--- config.mk ---
export PLATFORM = sky130hd
export DESIGN_NAME = rte_cordic
export DESIGN_NICKNAME = d
export VERILOG_FILES = /design/src/hdl/rotation_to_euler_angles_core_macros.svh /design/src/hdl/rte_pkg.sv /design/src/hdl/rte_cordic.sv
export SDC_FILE = /design/constraint.sdc
export NUM_CORES = 2
export LEC_CHECK = 0
export ABC_CLOCK_PERIOD_IN_PS = 9840
export BUFFER_PORTS_ARGS = -buffer_cell sky130_fd_sc_hd__buf_4
export CAP_MARGIN = 20
export CORE_ASPECT_RATIO = 1.75
export CORE_MARGIN = 2
export CORE_UTILIZATION = 32
export DETAILED_ROUTE_END_ITERATION = 6
export GPL_TIMING_DRIVEN = 1
export PLACE_DENSITY = 0.49
export SLEW_MARGIN = 20
export SYNTH_ARGS = -nofsm -noshare
export SYNTH_HDL_FRONTEND = slang
export SYNTH_SLANG_ARGS = --single-unit
--- constraint.sdc ---
create_clock -name i_clk -period 9.84 [get_ports i_clk]
set_clock_uncertainty 0.15 [all_clocks]
set_input_delay 0.984 -clock i_clk [delete_from_list [all_inputs] [get_ports i_clk]]
set_output_delay 0.984 -clock i_clk [all_outputs]
set_load 0.02 [all_outputs]
--- src/hdl/rotation_to_euler_angles_core_macros.svh ---
// Assertion macros shared by the rotation to Euler angles core.
`ifndef ROTATION_TO_EULER_ANGLES_CORE_MACROS_SVH
`define ROTATION_TO_EULER_ANGLES_CORE_MACROS_SVH
`ifndef ASSERT_OFF
`define RTE_ASSERT_IMP(lbl, clk, rst_n, ante, cons) \
    lbl: assert property (@(posedge clk) disable iff (!rst_n) (ante) |-> (cons)) \
        else $error("assertion failed");
`define RTE_ASSERT_NXT(lbl, clk, rst_n, ante, cons) \
    lbl: assert property (@(posedge clk) disable iff (!rst_n) (ante) |=> (cons)) \
        else $error("assertion failed");
`else
`define RTE_ASSERT_IMP(lbl, clk, rst_n, ante, cons)
`define RTE_ASSERT_NXT(lbl, clk, rst_n, ante, cons)
`endif
`endif

--- src/hdl/rte_pkg.sv ---
// Constants, sequence table and helper function of the Euler angle core.
package rte_pkg;

    localparam int IO_FRAC    = 16;
    localparam int MODE_COUNT = 12;

    localparam logic signed [18:0] PI_OUT      = 19'sd205887;
    localparam logic signed [18:0] HALF_PI_OUT = 19'sd102944;
    localparam logic [31:0]        HALF_PI_Q30 = 32'd1686629713;

    localparam logic [1:0] KIND_ACOS     = 2'd0;
    localparam logic [1:0] KIND_ASIN     = 2'd1;
    localparam logic [1:0] KIND_ASIN_NEG = 2'd2;

    // atan(2^-i) in Q30
    localparam logic [31:0] ATAN_Q30 [32] = '{
        32'd843314857, 32'd497837829, 32'd263043837, 32'd133525159, 32'd67021687,
        32'd33543516, 32'd16775851, 32'd8388437, 32'd4194283, 32'd2097149,
        32'd1048576, 32'd524288, 32'd262144, 32'd131072, 32'd65536, 32'd32768,
        32'd16384, 32'd8192, 32'd4096, 32'd2048, 32'd1024, 32'd512, 32'd256,
        32'd128, 32'd64, 32'd32, 32'd16, 32'd8, 32'd4, 32'd2, 32'd1, 32'd0
    };

    // operand codes are +-(element index + 1), elements row-major
    typedef struct packed {
        logic [3:0]         pivot;
        logic [1:0]         kind;
        logic signed [4:0]  ay;
        logic signed [4:0]  ax;
        logic signed [4:0]  gy;
        logic signed [4:0]  gx;
        logic signed [4:0]  uy;
        logic signed [4:0]  ux;
        logic signed [4:0]  ly;
        logic signed [4:0]  lx;
        logic signed [18:0] beta_up;
        logic signed [18:0] beta_low;
    } t_seq;

    localparam t_seq SEQ_TABLE [MODE_COUNT] = '{
        '{4'd8, KIND_ACOS, 5'sd3, -5'sd6, 5'sd7, 5'sd8, -5'sd3, 5'sd1, -5'sd2, 5'sd1,
          19'sd0, PI_OUT},
        '{4'd0, KIND_ACOS, 5'sd4, -5'sd7, 5'sd2, 5'sd3, -5'sd6, 5'sd5, -5'sd6, 5'sd5,
          19'sd0, PI_OUT},
        '{4'd4, KIND_ACOS, 5'sd8, -5'sd2, 5'sd6, 5'sd4, -5'sd7, 5'sd9, -5'sd7, 5'sd9,
          19'sd0, PI_OUT},
        '{4'd8, KIND_ACOS, 5'sd6, 5'sd3, 5'sd8, -5'sd7, 5'sd4, 5'sd5, 5'sd4, 5'sd5,
          19'sd0, PI_OUT},
        '{4'd0, KIND_ACOS, 5'sd7, 5'sd4, 5'sd3, -5'sd2, 5'sd8, 5'sd9, 5'sd8, 5'sd9,
          19'sd0, PI_OUT},
        '{4'd4, KIND_ACOS, 5'sd2, 5'sd8, 5'sd4, -5'sd6, 5'sd3, 5'sd1, 5'sd3, 5'sd1,
          19'sd0, PI_OUT},
        '{4'd2, KIND_ASIN, -5'sd6, 5'sd9, -5'sd2, 5'sd1, 5'sd4, 5'sd5, 5'sd4, 5'sd5,
          HALF_PI_OUT, -HALF_PI_OUT},
        '{4'd3, KIND_ASIN, -5'sd7, 5'sd1, -5'sd6, 5'sd5, 5'sd8, 5'sd9, 5'sd8, 5'sd9,
          HALF_PI_OUT, HALF_PI_OUT},
        '{4'd7, KIND_ASIN, -5'sd2, 5'sd5, -5'sd7, 5'sd9, 5'sd3, 5'sd1, 5'sd3, 5'sd1,
          HALF_PI_OUT, HALF_PI_OUT},
        '{4'd1, KIND_ASIN_NEG, 5'sd8, 5'sd5, 5'sd3, 5'sd1, -5'sd7, 5'sd9, -5'sd7, 5'sd9,
          HALF_PI_OUT, HALF_PI_OUT},
        '{4'd6, KIND_ASIN_NEG, 5'sd4, 5'sd1, 5'sd8, 5'sd9, -5'sd6, 5'sd5, -5'sd6, 5'sd5,
          -HALF_PI_OUT, HALF_PI_OUT},
        '{4'd5, KIND_ASIN_NEG, 5'sd3, 5'sd9, 5'sd4, 5'sd5, -5'sd2, 5'sd1, -5'sd2, 5'sd1,
          HALF_PI_OUT, HALF_PI_OUT}
    };

    // Q30 value rounded half up to fb fraction bits
    function automatic logic [31:0] q30_to_frac(input logic [31:0] v, input int fb);
        int          s;
        logic [32:0] t;
        s = 30 - fb;
        if (s <= 0) begin
            return v;
        end
        t = ({1'b0, v} + (33'd1 << (s - 1))) >> s;
        return t[31:0];
    endfunction

endpackage

--- src/hdl/rte_cordic.sv ---
// Unrolled vectoring CORDIC atan2 with quadrant pre-rotation and output scaling.
module rte_cordic import rte_pkg::*; #(
    parameter int CORDIC_STAGES = 16,
    parameter int FRACTION_BITS = 16
) (
    input  logic                            i_clk,
    input  logic                            i_en,
    input  logic signed [FRACTION_BITS+4:0] i_y,
    input  logic signed [FRACTION_BITS+4:0] i_x,
    output logic signed [18:0]              o_angle
);

    localparam int F   = FRACTION_BITS;
    localparam int S   = CORDIC_STAGES;
    localparam int CW  = F + 5;
    localparam int ZW  = F + 4;
    localparam int OW  = ZW + 16;
    localparam int RN  = (F > IO_FRAC) ? F - IO_FRAC : 0;
    localparam int LS  = (F > IO_FRAC) ? 0 : IO_FRAC - F;
    localparam logic signed [OW-1:0] RND = signed'((OW'(1) << RN) >> 1);
    localparam logic signed [ZW-1:0] HALF_PI = signed'(ZW'(q30_to_frac(HALF_PI_Q30, F)));

    logic signed [CW-1:0] r_x [S+1];
    logic signed [CW-1:0] r_y [S+1];
    logic signed [ZW-1:0] r_z [S+1];
    logic                 r_zero [S+1];
    logic signed [18:0]   r_angle;

    logic signed [CW-1:0] n_x0;
    logic signed [CW-1:0] n_y0;
    logic signed [ZW-1:0] n_z0;

    always_comb begin
        n_x0 = i_x;
        n_y0 = i_y;
        n_z0 = '0;
        if (i_x < 0) begin
            if (i_y >= 0) begin
                n_x0 = i_y;
                n_y0 = -i_x;
                n_z0 = HALF_PI;
            end else begin
                n_x0 = -i_y;
                n_y0 = i_x;
                n_z0 = -HALF_PI;
            end
        end
    end

    always_ff @(posedge i_clk) begin
        if (i_en) begin
            r_x[0]    <= n_x0;
            r_y[0]    <= n_y0;
            r_z[0]    <= n_z0;
            r_zero[0] <= (i_x == 0) && (i_y == 0);
        end
    end

    for (genvar k = 0; k < S; k++) begin : g_stage
        localparam logic signed [ZW-1:0] ANG = signed'(ZW'(q30_to_frac(ATAN_Q30[k], F)));
        logic signed [CW-1:0] dx;
        logic signed [CW-1:0] dy;

        assign dx = r_x[k] >>> k;
        assign dy = r_y[k] >>> k;

        always_ff @(posedge i_clk) begin
            if (i_en) begin
                if (r_y[k] < 0) begin
                    r_x[k+1] <= r_x[k] - dy;
                    r_y[k+1] <= r_y[k] + dx;
                    r_z[k+1] <= r_z[k] - ANG;
                end else begin
                    r_x[k+1] <= r_x[k] + dy;
                    r_y[k+1] <= r_y[k] - dx;
                    r_z[k+1] <= r_z[k] + ANG;
                end
                r_zero[k+1] <= r_zero[k];
            end
        end
    end

    logic signed [OW-1:0] zx;
    logic signed [OW-1:0] scaled;
    logic signed [18:0]   n_angle;

    always_comb begin
        zx     = OW'(r_z[S]);
        scaled = ((zx + RND) >>> RN) <<< LS;
        if (r_zero[S]) begin
            n_angle = '0;
        end else if (scaled > OW'(PI_OUT)) begin
            n_angle = PI_OUT;
        end else if (scaled < -OW'(PI_OUT)) begin
            n_angle = -PI_OUT;
        end else begin
            n_angle = scaled[18:0];
        end
    end

    always_ff @(posedge i_clk) begin
        if (i_en) begin
            r_angle <= n_angle;
        end
    end

    assign o_angle = r_angle;

endmodule

==> flow_summary.yaml <==
synthesis:
  seq_area_frac_synth: 0.379
  synth_nets: 8463
  yosysTopAreaCellShare: 0.379
  avgSynthCellArea_um2: 10.1
  synth_seq_cells: 952
  async_flop_share: 0
  yosys_warnings: 0
  synth_top_area_cell: "edfxtp_1"
  synth_edf_count: 952
  ys_types: 105
  synth_cells: 7469
  synthTopCellsByArea: "edfxtp_1 (38%), ha_1 (15%), xnor2_1 (8.0%)"
  synth_top_flop_cell: "edfxtp_1"
  syn-cell-area_um2: 75400
min_path:
  hold_start: "r_z[9][4]"
  hold_class: "flop to flop"
clocking:
  ctsHoldBuffers: 0
  cts_root_buffer: "clkbuf_16"
  htree_levels: 3
  cts_resized: 0
  clkLatencyLatePin_ps: 730
  numCtsBuffers: 107
  clkTransAtPathRegs_ps: 60
  cts_buffer_depth: 3
  post_cts_buffers: 0
  clock_sinks: 952
  cts_tree: "done"
die:
  fp.dieW_um: 371
  io_pins: 63
  start_util: 0.322
  die_h_um: 646
  dieArea_um2: 240000
  fp-row-count: 235
  core_area_um2: 234000
sta:
  tightestPinTransition_ps: 1140
  period_needed_ps: 5650
  slew-limit-headroom: 0.231
  hold_slack_ps: 267
  fin_tns_setup_ps: 0
  period_share: 0.574
  rsz0062_at_grt: "no"
  slew_viol_final: 0
  hold_violations: 0
  clock.fmax_ghz: 0.177
  finalSetupViolations: 0
route:
  routedWlPerCell_um: 19.7
  drc: 0
  antenna_left: 0
  vias: 56511
  drt-initial-drc-count: 2529
  routed_wl_um: 211000
  via_per_inst: 5.27
  drt_pass1_iterations: 6
worst_setup_path:
  worst-r2r-setup-slack_ps: 4840
  end_kind: "flop"
  r2r_start: "r_x[5][8]"
  required_ps: 10160
  setup.worst_path.start: "i_en"
  crit_fanout: 80
  path_class: "primary input to flop"
  worst_setup_path_start_kind: "primary input"
  critPathArrivalTime_ps: 5970
run_status:
  outcome: "finished, final reports clean"
place:
  gp_congestion: 0.897
  port-buffer-count: 62
  place_hpwl_um: 170000
global_route:
  grt_overflow: 0
  grt_busiest_layer: "met2"
  grt_pass1_wl_um: 324000
  antenna_found_initial: 4
  grt_use_total: 0.173
  grt_use_met2: 0.370
  use_met3: 0.0180
  first_global_vias: 58231
  met1_usage: 0.146
  grt_start_max_net_pins: 145
finish:
  nets: 8538
  fill_cells: 23395
  drive_gt1_frac: 0.0528
  syn2layout_area_growth_pct: 10.3
flow_run:
  drv_cap: 0
stage by stage:
step                      area (um^2)  setup slack, ps  instances  utilization
after global routing            83200             3920      10715        0.355
after global placement          79600             3460      10515        0.340
final                           83200             4190      10715        0.355
after detailed placement        79600             3480      10516        0.340
after CTS                       83200             4290      10714        0.355
after floorplan                 75400             5030       7469            -
flip-flops by register name, summed over array words and instances, names as in the netlist:
signal   flops
r_x        301
r_z        300
o_angle     19
r_y        315
r_zero      17
cells in the mapped netlist, types with 71 or more instances:
library cell	count
a211oi_1	110
a21o_1	292
a21oi_1	779
a31oi_1	71
clkbuf_1	110
edfxtp_1	952
ha_1	906
inv_1	344
nand2_1	311
nand2b_1	100
nand3_1	102
nor2_1	563
nor2b_1	112
nor3_1	171
o21a_1	115
o21ai_0	380
o21bai_1	104
o31ai_1	73
xnor2_1	690
xor2_1	340
cell usage in the layout, fill, tap and decap left out, types with 20 or more instances in the layout:
cell type	netlist	layout
nor4_1	42	39
a211oi_1	110	110
edfxtp_1	952	952
xnor2_1	690	690
a21o_1	292	292
clkinv_2	0	21
and3_1	46	46
nand3_1	102	102
nor3b_1	22	21
mux2i_1	55	55
or2_2	24	24
xor2_1	340	340
nand2_1	311	311
inv_1	344	344
fa_1	44	44
o21bai_1	104	104
or3_1	46	46
nor3_1	171	171
o41ai_1	32	32
a31oi_1	71	71
a31o_2	20	20
buf_4	0	103
ha_1	906	906
nor2_1	563	563
nand4_1	57	57
a21oi_1	779	779
nand3b_1	21	21
o211ai_1	34	34
a21boi_0	33	33
nor2b_1	112	110
and2_1	23	23
clkbuf_16	0	109
a211o_1	20	20
nand2b_1	100	98
o21ai_0	380	380
o31ai_1	73	73
o21a_1	115	115
worst paths after layout:
check / cells after the start / end
setup / recovery: 17 / r_x[11][20]
hold / removal: 0 / r_z[10][4]
setup reg to reg: 13 / r_y[6][18]
hold reg to reg: 0 / r_z[10][4]
final cells by class:
type                            instances  area [um^2]  area share
Tap cell                             3081         3850      0.0463
Clock buffer                          122         2780      0.0334
Multi-Input combinational cell       6029        45000       0.541
Antenna cell                            1         2.50   0.0000301
Sequential cell                       952        28600       0.344
Timing Repair Buffer                  108          860      0.0103
Clock inverter                         76          822     0.00988
Inverter                              346         1300      0.0156
cells by family (layout without fill, tap and decap cells):
| kind of cell | Yosys count | after routing | share of synthesized area |
|---|---|---|---|
| AOI/OAI and AO/OA | 2281 | 2281 | 0.195 |
| and+or+nand+nor | 1696 | 1696 | 0.110 |
| xor gates and xnor gates | 1030 | 1030 | 0.120 |
| DFF | 952 | 952 | 0.379 |
| adders and majority gates | 950 | 950 | 0.162 |
| buffers and inverters | 488 | 652 | 0.0246 |
| muxes | 72 | 72 | 0.00984 |
| other | 0 | 1 | 0 |
worst max-delay path: stages:
cell and delay (ps):
buf_8 460, buf_4 680, nor2b_1 210, buf_4 260
inv_1 180, buf_4 260, nand2_1 100, o21ai_0 150
fa_1 480, a211oi_1 370, o21ai_1 140, a31oi_1 440
o31ai_1 230, a311oi_2 380, o21ai_0 160, a21oi_1 220
xnor2_1 90
routing by layer:
layer | share of wire | up-vias
met5 | 0 | -
met4 | 0.063 | 0
met2 | 0.59 | 930
li1 | - | 28000
met3 | 0.023 | 511
met1 | 0.32 | 27070
Power is not shown: default switching activity piles up to over one toggle a cycle in this logic, so the estimate is an artifact.
