===== src/hdl/rotation_to_euler_angles_core_macros.svh =====
// Assertion macros shared by the rotation to Euler angles core.
`ifndef ROTATION_TO_EULER_ANGLES_CORE_MACROS_SVH
`define ROTATION_TO_EULER_ANGLES_CORE_MACROS_SVH
`ifndef ASSERT_OFF
`define RTE_ASSERT_IMP(lbl, clk, rst_n, ante, cons) \
    lbl: assert property (@(posedge clk) disable iff (!rst_n) (ante) |-> (cons)) \
        else $error("assertion failed");
`define RTE_ASSERT_NXT(lbl, clk, rst_n, ante, cons) \
    lbl: assert property (@(posedge clk) disable iff (!rst_n) (ante) |=> (cons)) \
        else $error("assertion failed");
`else
`define RTE_ASSERT_IMP(lbl, clk, rst_n, ante, cons)
`define RTE_ASSERT_NXT(lbl, clk, rst_n, ante, cons)
`endif
`endif


===== src/hdl/rte_pkg.sv =====
// Constants, sequence table and helper function of the Euler angle core.
package rte_pkg;

    localparam int IO_FRAC    = 16;
    localparam int MODE_COUNT = 12;

    localparam logic signed [18:0] PI_OUT      = 19'sd205887;
    localparam logic signed [18:0] HALF_PI_OUT = 19'sd102944;
    localparam logic [31:0]        HALF_PI_Q30 = 32'd1686629713;

    localparam logic [1:0] KIND_ACOS     = 2'd0;
    localparam logic [1:0] KIND_ASIN     = 2'd1;
    localparam logic [1:0] KIND_ASIN_NEG = 2'd2;

    // atan(2^-i) in Q30
    localparam logic [31:0] ATAN_Q30 [32] = '{
        32'd843314857, 32'd497837829, 32'd263043837, 32'd133525159, 32'd67021687,
        32'd33543516, 32'd16775851, 32'd8388437, 32'd4194283, 32'd2097149,
        32'd1048576, 32'd524288, 32'd262144, 32'd131072, 32'd65536, 32'd32768,
        32'd16384, 32'd8192, 32'd4096, 32'd2048, 32'd1024, 32'd512, 32'd256,
        32'd128, 32'd64, 32'd32, 32'd16, 32'd8, 32'd4, 32'd2, 32'd1, 32'd0
    };

    // operand codes are +-(element index + 1), elements row-major
    typedef struct packed {
        logic [3:0]         pivot;
        logic [1:0]         kind;
        logic signed [4:0]  ay;
        logic signed [4:0]  ax;
        logic signed [4:0]  gy;
        logic signed [4:0]  gx;
        logic signed [4:0]  uy;
        logic signed [4:0]  ux;
        logic signed [4:0]  ly;
        logic signed [4:0]  lx;
        logic signed [18:0] beta_up;
        logic signed [18:0] beta_low;
    } t_seq;

    localparam t_seq SEQ_TABLE [MODE_COUNT] = '{
        '{4'd8, KIND_ACOS, 5'sd3, -5'sd6, 5'sd7, 5'sd8, -5'sd3, 5'sd1, -5'sd2, 5'sd1,
          19'sd0, PI_OUT},
        '{4'd0, KIND_ACOS, 5'sd4, -5'sd7, 5'sd2, 5'sd3, -5'sd6, 5'sd5, -5'sd6, 5'sd5,
          19'sd0, PI_OUT},
        '{4'd4, KIND_ACOS, 5'sd8, -5'sd2, 5'sd6, 5'sd4, -5'sd7, 5'sd9, -5'sd7, 5'sd9,
          19'sd0, PI_OUT},
        '{4'd8, KIND_ACOS, 5'sd6, 5'sd3, 5'sd8, -5'sd7, 5'sd4, 5'sd5, 5'sd4, 5'sd5,
          19'sd0, PI_OUT},
        '{4'd0, KIND_ACOS, 5'sd7, 5'sd4, 5'sd3, -5'sd2, 5'sd8, 5'sd9, 5'sd8, 5'sd9,
          19'sd0, PI_OUT},
        '{4'd4, KIND_ACOS, 5'sd2, 5'sd8, 5'sd4, -5'sd6, 5'sd3, 5'sd1, 5'sd3, 5'sd1,
          19'sd0, PI_OUT},
        '{4'd2, KIND_ASIN, -5'sd6, 5'sd9, -5'sd2, 5'sd1, 5'sd4, 5'sd5, 5'sd4, 5'sd5,
          HALF_PI_OUT, -HALF_PI_OUT},
        '{4'd3, KIND_ASIN, -5'sd7, 5'sd1, -5'sd6, 5'sd5, 5'sd8, 5'sd9, 5'sd8, 5'sd9,
          HALF_PI_OUT, HALF_PI_OUT},
        '{4'd7, KIND_ASIN, -5'sd2, 5'sd5, -5'sd7, 5'sd9, 5'sd3, 5'sd1, 5'sd3, 5'sd1,
          HALF_PI_OUT, HALF_PI_OUT},
        '{4'd1, KIND_ASIN_NEG, 5'sd8, 5'sd5, 5'sd3, 5'sd1, -5'sd7, 5'sd9, -5'sd7, 5'sd9,
          HALF_PI_OUT, HALF_PI_OUT},
        '{4'd6, KIND_ASIN_NEG, 5'sd4, 5'sd1, 5'sd8, 5'sd9, -5'sd6, 5'sd5, -5'sd6, 5'sd5,
          -HALF_PI_OUT, HALF_PI_OUT},
        '{4'd5, KIND_ASIN_NEG, 5'sd3, 5'sd9, 5'sd4, 5'sd5, -5'sd2, 5'sd1, -5'sd2, 5'sd1,
          HALF_PI_OUT, HALF_PI_OUT}
    };

    // Q30 value rounded half up to fb fraction bits
    function automatic logic [31:0] q30_to_frac(input logic [31:0] v, input int fb);
        int          s;
        logic [32:0] t;
        s = 30 - fb;
        if (s <= 0) begin
            return v;
        end
        t = ({1'b0, v} + (33'd1 << (s - 1))) >> s;
        return t[31:0];
    endfunction

endpackage


===== src/hdl/rte_sqrt.sv =====
// Pipelined integer square root of 1 - p*p, one result bit per stage.
module rte_sqrt import rte_pkg::*; #(
    parameter int FRACTION_BITS = 16
) (
    input  logic                            i_clk,
    input  logic                            i_en,
    input  logic signed [2*FRACTION_BITS+3:0] i_pp,
    output logic [FRACTION_BITS:0]          o_root
);

    localparam int F   = FRACTION_BITS;
    localparam int PW  = 2 * F + 4;
    localparam int NW  = 2 * F + 1;

    logic [PW-1:0] one_sq;
    logic [PW-1:0] diff;
    logic [NW-1:0] r_n [F+2];
    logic [NW-1:0] r_r [F+2];

    assign one_sq = PW'(1) << (2 * F);
    assign diff   = one_sq - PW'(i_pp);

    always_ff @(posedge i_clk) begin
        if (i_en) begin
            r_n[0] <= diff[NW-1:0];
            r_r[0] <= '0;
        end
    end

    for (genvar k = 0; k <= F; k++) begin : g_step
        localparam logic [NW-1:0] BIT = NW'(1) << (2 * (F - k));
        logic [NW:0]   sum;
        logic [NW-1:0] n_n;
        logic [NW-1:0] n_r;

        always_comb begin
            sum = {1'b0, r_r[k]} + {1'b0, BIT};
            if ({1'b0, r_n[k]} >= sum) begin
                n_n = r_n[k] - sum[NW-1:0];
                n_r = (r_r[k] >> 1) + BIT;
            end else begin
                n_n = r_n[k];
                n_r = r_r[k] >> 1;
            end
        end

        always_ff @(posedge i_clk) begin
            if (i_en) begin
                r_n[k+1] <= n_n;
                r_r[k+1] <= n_r;
            end
        end
    end

    assign o_root = r_r[F+1][F:0];

endmodule


===== config.mk =====
export PLATFORM = sky130hd
export DESIGN_NAME = rte_sqrt
export DESIGN_NICKNAME = d
export VERILOG_FILES = /design/src/hdl/rotation_to_euler_angles_core_macros.svh /design/src/hdl/rte_pkg.sv /design/src/hdl/rte_sqrt.sv
export SDC_FILE = /design/constraint.sdc
export NUM_CORES = 1
export LEC_CHECK = 0
export BUFFER_PORTS_ARGS = -buffer_cell sky130_fd_sc_hd__buf_4
export CORE_ASPECT_RATIO = 0.5
export CORE_MARGIN = 2
export CORE_UTILIZATION = 30
export DETAILED_ROUTE_END_ITERATION = 8
export PLACE_DENSITY = 0.46
export SLEW_MARGIN = 40
export SYNTH_ARGS = -nofsm -noshare
export SYNTH_HDL_FRONTEND = slang
export SYNTH_SLANG_ARGS = --single-unit
export TNS_END_PERCENT = 30

===== constraint.sdc =====
create_clock -name i_clk -period 4.1 [get_ports i_clk]
set_input_delay 0.205 -clock i_clk [delete_from_list [all_inputs] [get_ports i_clk]]
set_output_delay 0.205 -clock i_clk [all_outputs]
set_load 0.005 [all_outputs]

==> flow_metrics.env <==
export IMPL_status="finished clean"
export IMPL_post_cts_resized=0
export IMPL_fin_area_um2=38590
export IMPL_rsz0062_at_grt="false"
export IMPL_finalClockSkew_ns=0.02400
export IMPL_clock_sinks=714
export IMPL_worst_hold_path_type="in2reg"
export IMPL_synth_area_mux_share_pct=0.9420
export IMPL_cts_root_buf="clkbuf_16"
export IMPL_syn_nets=2781
export IMPL_synthArstFlopShare_pct=0
export IMPL_synth_edf_count=714
export IMPL_period_minus_slack_ns=3.404
export IMPL_synth_area_top_cells="edfxtp_1 (64%), ha_1 (6.2%), xor2_1 (3.3%)"
export IMPL_cts_htree_levels=3
export IMPL_fp_row_count=86
export IMPL_timing_rr_start="r_n[13][8]$_DFFE_PP_"
export IMPL_synth_xor_area_share_pct=6.045
export IMPL_die_y_um=240.2
export IMPL_yosys_top_cells_count="edfxtp_1 (714), inv_1 (210), ha_1 (167)"
export IMPL_multi_input_area_um2=11130
export IMPL_r2r_slack_ns=0.70
export IMPL_gp_congestion=0.8834
export IMPL_cts_buffers_inserted=67
export IMPL_dieArea_um2=114400
export IMPL_yosys_area_share_simple_pct=11.60
export IMPL_cp_endpoint="r_n[14][12]$_DFFE_PP_"
export IMPL_core_um2=110400
export IMPL_yosysWarnings=0
export IMPL_ir_drop_mv=0.2564
export IMPL_track_usage_pct=10.93
export IMPL_antenna_found_initial=0
export IMPL_drcViolationCount=0
export IMPL_dpl_hpwl_um=44710
export IMPL_path_class="reg2reg"
export IMPL_worstPathArrival_ns=3.74
export IMPL_setup_viol=0
export IMPL_final_seq_area_um2=21440
export IMPL_tns_ns=0
export IMPL_rr_endpoint="r_n[14][12]$_DFFE_PP_"
export IMPL_drt_wl_total_um=61530
export IMPL_num_nets_final=2953
export IMPL_cap_violations=0
export IMPL_io_pins=55
export IMPL_cp_required_ns=4.44
export IMPL_synth_compound_area_share_pct=8.261
export IMPL_leakage_nw=14.32
export IMPL_overflow=0
export IMPL_path_max_fanout=22
export IMPL_ys_ff_latch=714
export IMPL_cts_setup_buffers=0
export IMPL_dpl_instance_area_um2=35930
export IMPL_synth_area_per_cell_um2=13.00
export IMPL_syn_instance_count=2575
export IMPL_fmax_mhz=293.8
export IMPL_grt_pass1_wl_um=101700
export IMPL_cts_clk_slew_worst_paths_ns=0.07
export IMPL_synth_cell_type_count=84
export IMPL_r2r_cells=10
export IMPL_cp_end_kind="flip-flop"
export IMPL_first_global_vias=20040
export IMPL_hold_viol_final=0
export IMPL_via_per_inst=4.516
export IMPL_die_w_um=476.4
export IMPL_diodes=0
export IMPL_yosysTopAreaCell="edfxtp_1"
export IMPL_relSlewSlack_pct=39.93
export IMPL_wl_per_cell_um=14.33
export IMPL_period_share_pct=83.02
export IMPL_synth_top_family_by_area="simple AND/OR/NAND/NOR gates"
export IMPL_grt_max_degree=99
export IMPL_startpoint="r_n[13][8]$_DFFE_PP_"
export IMPL_total_power_mw=19.06
export IMPL_first_pass_iters=5
export IMPL_ys_seq_area_share_pct=64.06
export IMPL_yosys_most_used_dff="edfxtp_1"
export IMPL_cts_tree="built"
export IMPL_drv_slew=0
export IMPL_cp_start_kind="flip-flop"
export IMPL_tightest_slew_ns=0.8933
export IMPL_synth_fa_ha_area_share_pct=6.303
export IMPL_port_buffers=51
export IMPL_clk_latency_ns=0.64
export IMPL_syn_to_final_growth_pct=15.30
export IMPL_synth_top_area_share_pct=64.06
export IMPL_ant_nets=0
export IMPL_drive_gt1_share_pct=8.080
export IMPL_vias=19390
export IMPL_clk_path_buf_depth=3
export IMPL_fillerInstances=10700
export IMPL_initial_core_util_pct=30.32
export IMPL_syn_area_um2=33470
export IMPL_drtIter0Drc=1104
export IMPL_power_density_nw_per_um2=494.0
export IMPL_synth_most_common_cell="edfxtp_1"
[worst max-delay path, cell delays in order, from the launching register on]
cell and delay, ns:
edfxtp_1 0.40, ha_1 0.36, nor2b_1 0.17, o31a_1 0.28
o41a_1 0.42, a221oi_2 0.43, a21oi_1 0.23, nor3_4 0.22
inv_1 0.33, nor2_1 0.21, a21oi_1 0.07
[report_power, final]
part           total (mW)  internal [mW]  switching, mW  leakage [nW]
logic                3.24           1.44           1.80          6.46
clock network        6.05           3.30           2.75          1.02
registers            9.78           9.19          0.588          6.85
[repair_timing]
item                                   CTS  global route
hold buffers                            54             1
setup endpoints to repair                0             0
endpoints found under the hold margin   33            14
[worst min path at each step]
stage                    startpoint              endpoint  cells after the start
6_report                    i_pp[0]   r_n[0][0]$_DFFE_PP_                      2
3_3_place_gp   r_n[0][30]$_DFFE_PP_  r_n[1][30]$_DFFE_PP_                      0
2_1_floorplan               i_pp[0]   r_n[0][0]$_DFFE_PP_                      0
4_1_cts                        i_en  r_r[17][3]$_DFFE_PP_                      1
3_5_place_dp   r_n[0][15]$_DFFE_PP_  r_n[1][15]$_DFFE_PP_                      0
5_1_grt                     i_pp[0]   r_n[0][0]$_DFFE_PP_                      2
[cells in the final DEF, fill, tap and decap left out, types with 7 or more instances in the layout]
| cell type | netlist | routed |
|---|---|---|
| o21a_1 | 27 | 27 |
| and2_1 | 7 | 7 |
| o21bai_1 | 10 | 10 |
| a211oi_1 | 8 | 7 |
| a21oi_1 | 144 | 144 |
| a21boi_0 | 9 | 9 |
| clkinv_1 | 0 | 14 |
| a31oi_1 | 7 | 7 |
| a21o_1 | 35 | 35 |
| nand4_1 | 31 | 31 |
| edfxtp_1 | 714 | 714 |
| ha_1 | 167 | 167 |
| o31ai_1 | 13 | 13 |
| and3_1 | 10 | 10 |
| buf_4 | 2 | 75 |
| mux2_2 | 20 | 20 |
| clkbuf_16 | 0 | 67 |
| xor2_1 | 125 | 125 |
| nand2_1 | 152 | 152 |
| mux2i_1 | 9 | 9 |
| nand3_1 | 29 | 29 |
| nor4_1 | 81 | 80 |
| nor4b_1 | 15 | 15 |
| o21ai_0 | 118 | 118 |
| or2_2 | 12 | 12 |
| or3_1 | 37 | 37 |
| o31a_1 | 7 | 7 |
| nor3_1 | 91 | 90 |
| nor3b_1 | 7 | 7 |
| nand2b_1 | 39 | 39 |
| inv_1 | 210 | 210 |
| nor2b_1 | 25 | 25 |
| nor2_1 | 160 | 160 |
| dlygate4sd3_1 | 0 | 55 |
| clkbuf_1 | 26 | 15 |
| clkinv_2 | 0 | 11 |
| o211ai_1 | 9 | 9 |
| or4_1 | 16 | 16 |
| xnor2_1 | 106 | 106 |
[flip-flops by register name, summed over array words and instances, names as in the netlist]
signal  cells
r_n       561
r_r       153
[stage by stage]
step,util (%),cells,hold slack [ns],setup slack (ns)
4_1_cts,34.92,4291,0.03706,0.7303
3_3_place_gp,32.54,4118,0.4006,0.7325
6_report,34.96,4293,0.3291,0.6962
2_1_floorplan,-,2575,0.3039,1.123
3_5_place_dp,32.54,4118,0.4045,0.7379
5_1_grt,34.96,4293,0.2870,0.4816
[routing by layer]
layer / wire [um] / track usage (%) / vias to the layer above
li1: - / - / 9945
met1: 27520 / 12.90 / 9018
met2: 29910 / 19.52 / 294
met3: 2045 / 2.227 / 129
met4: 2060 / 4.416 / 0
met5: 0 / 0 / -
[layout make-up]
cell class / instances / area share (%)
clock buffers: 82 / 4.490
inverters: 211 / 2.052
flip-flops and latches: 714 / 55.56
clock inverters: 37 / 0.9143
repair buffers: 138 / 3.307
well taps: 1496 / 4.850
multi-input cells: 1615 / 28.83
[logic make-up after synthesis]
logic type / Yosys count
mux: 29
xor+xnor: 231
fa+ha+maj: 168
buf+inv: 246
compound gates: 443
flops: 714
other cells: 1
simple gates: 743
No activity file was read; power rests on OpenSTA's default activity.
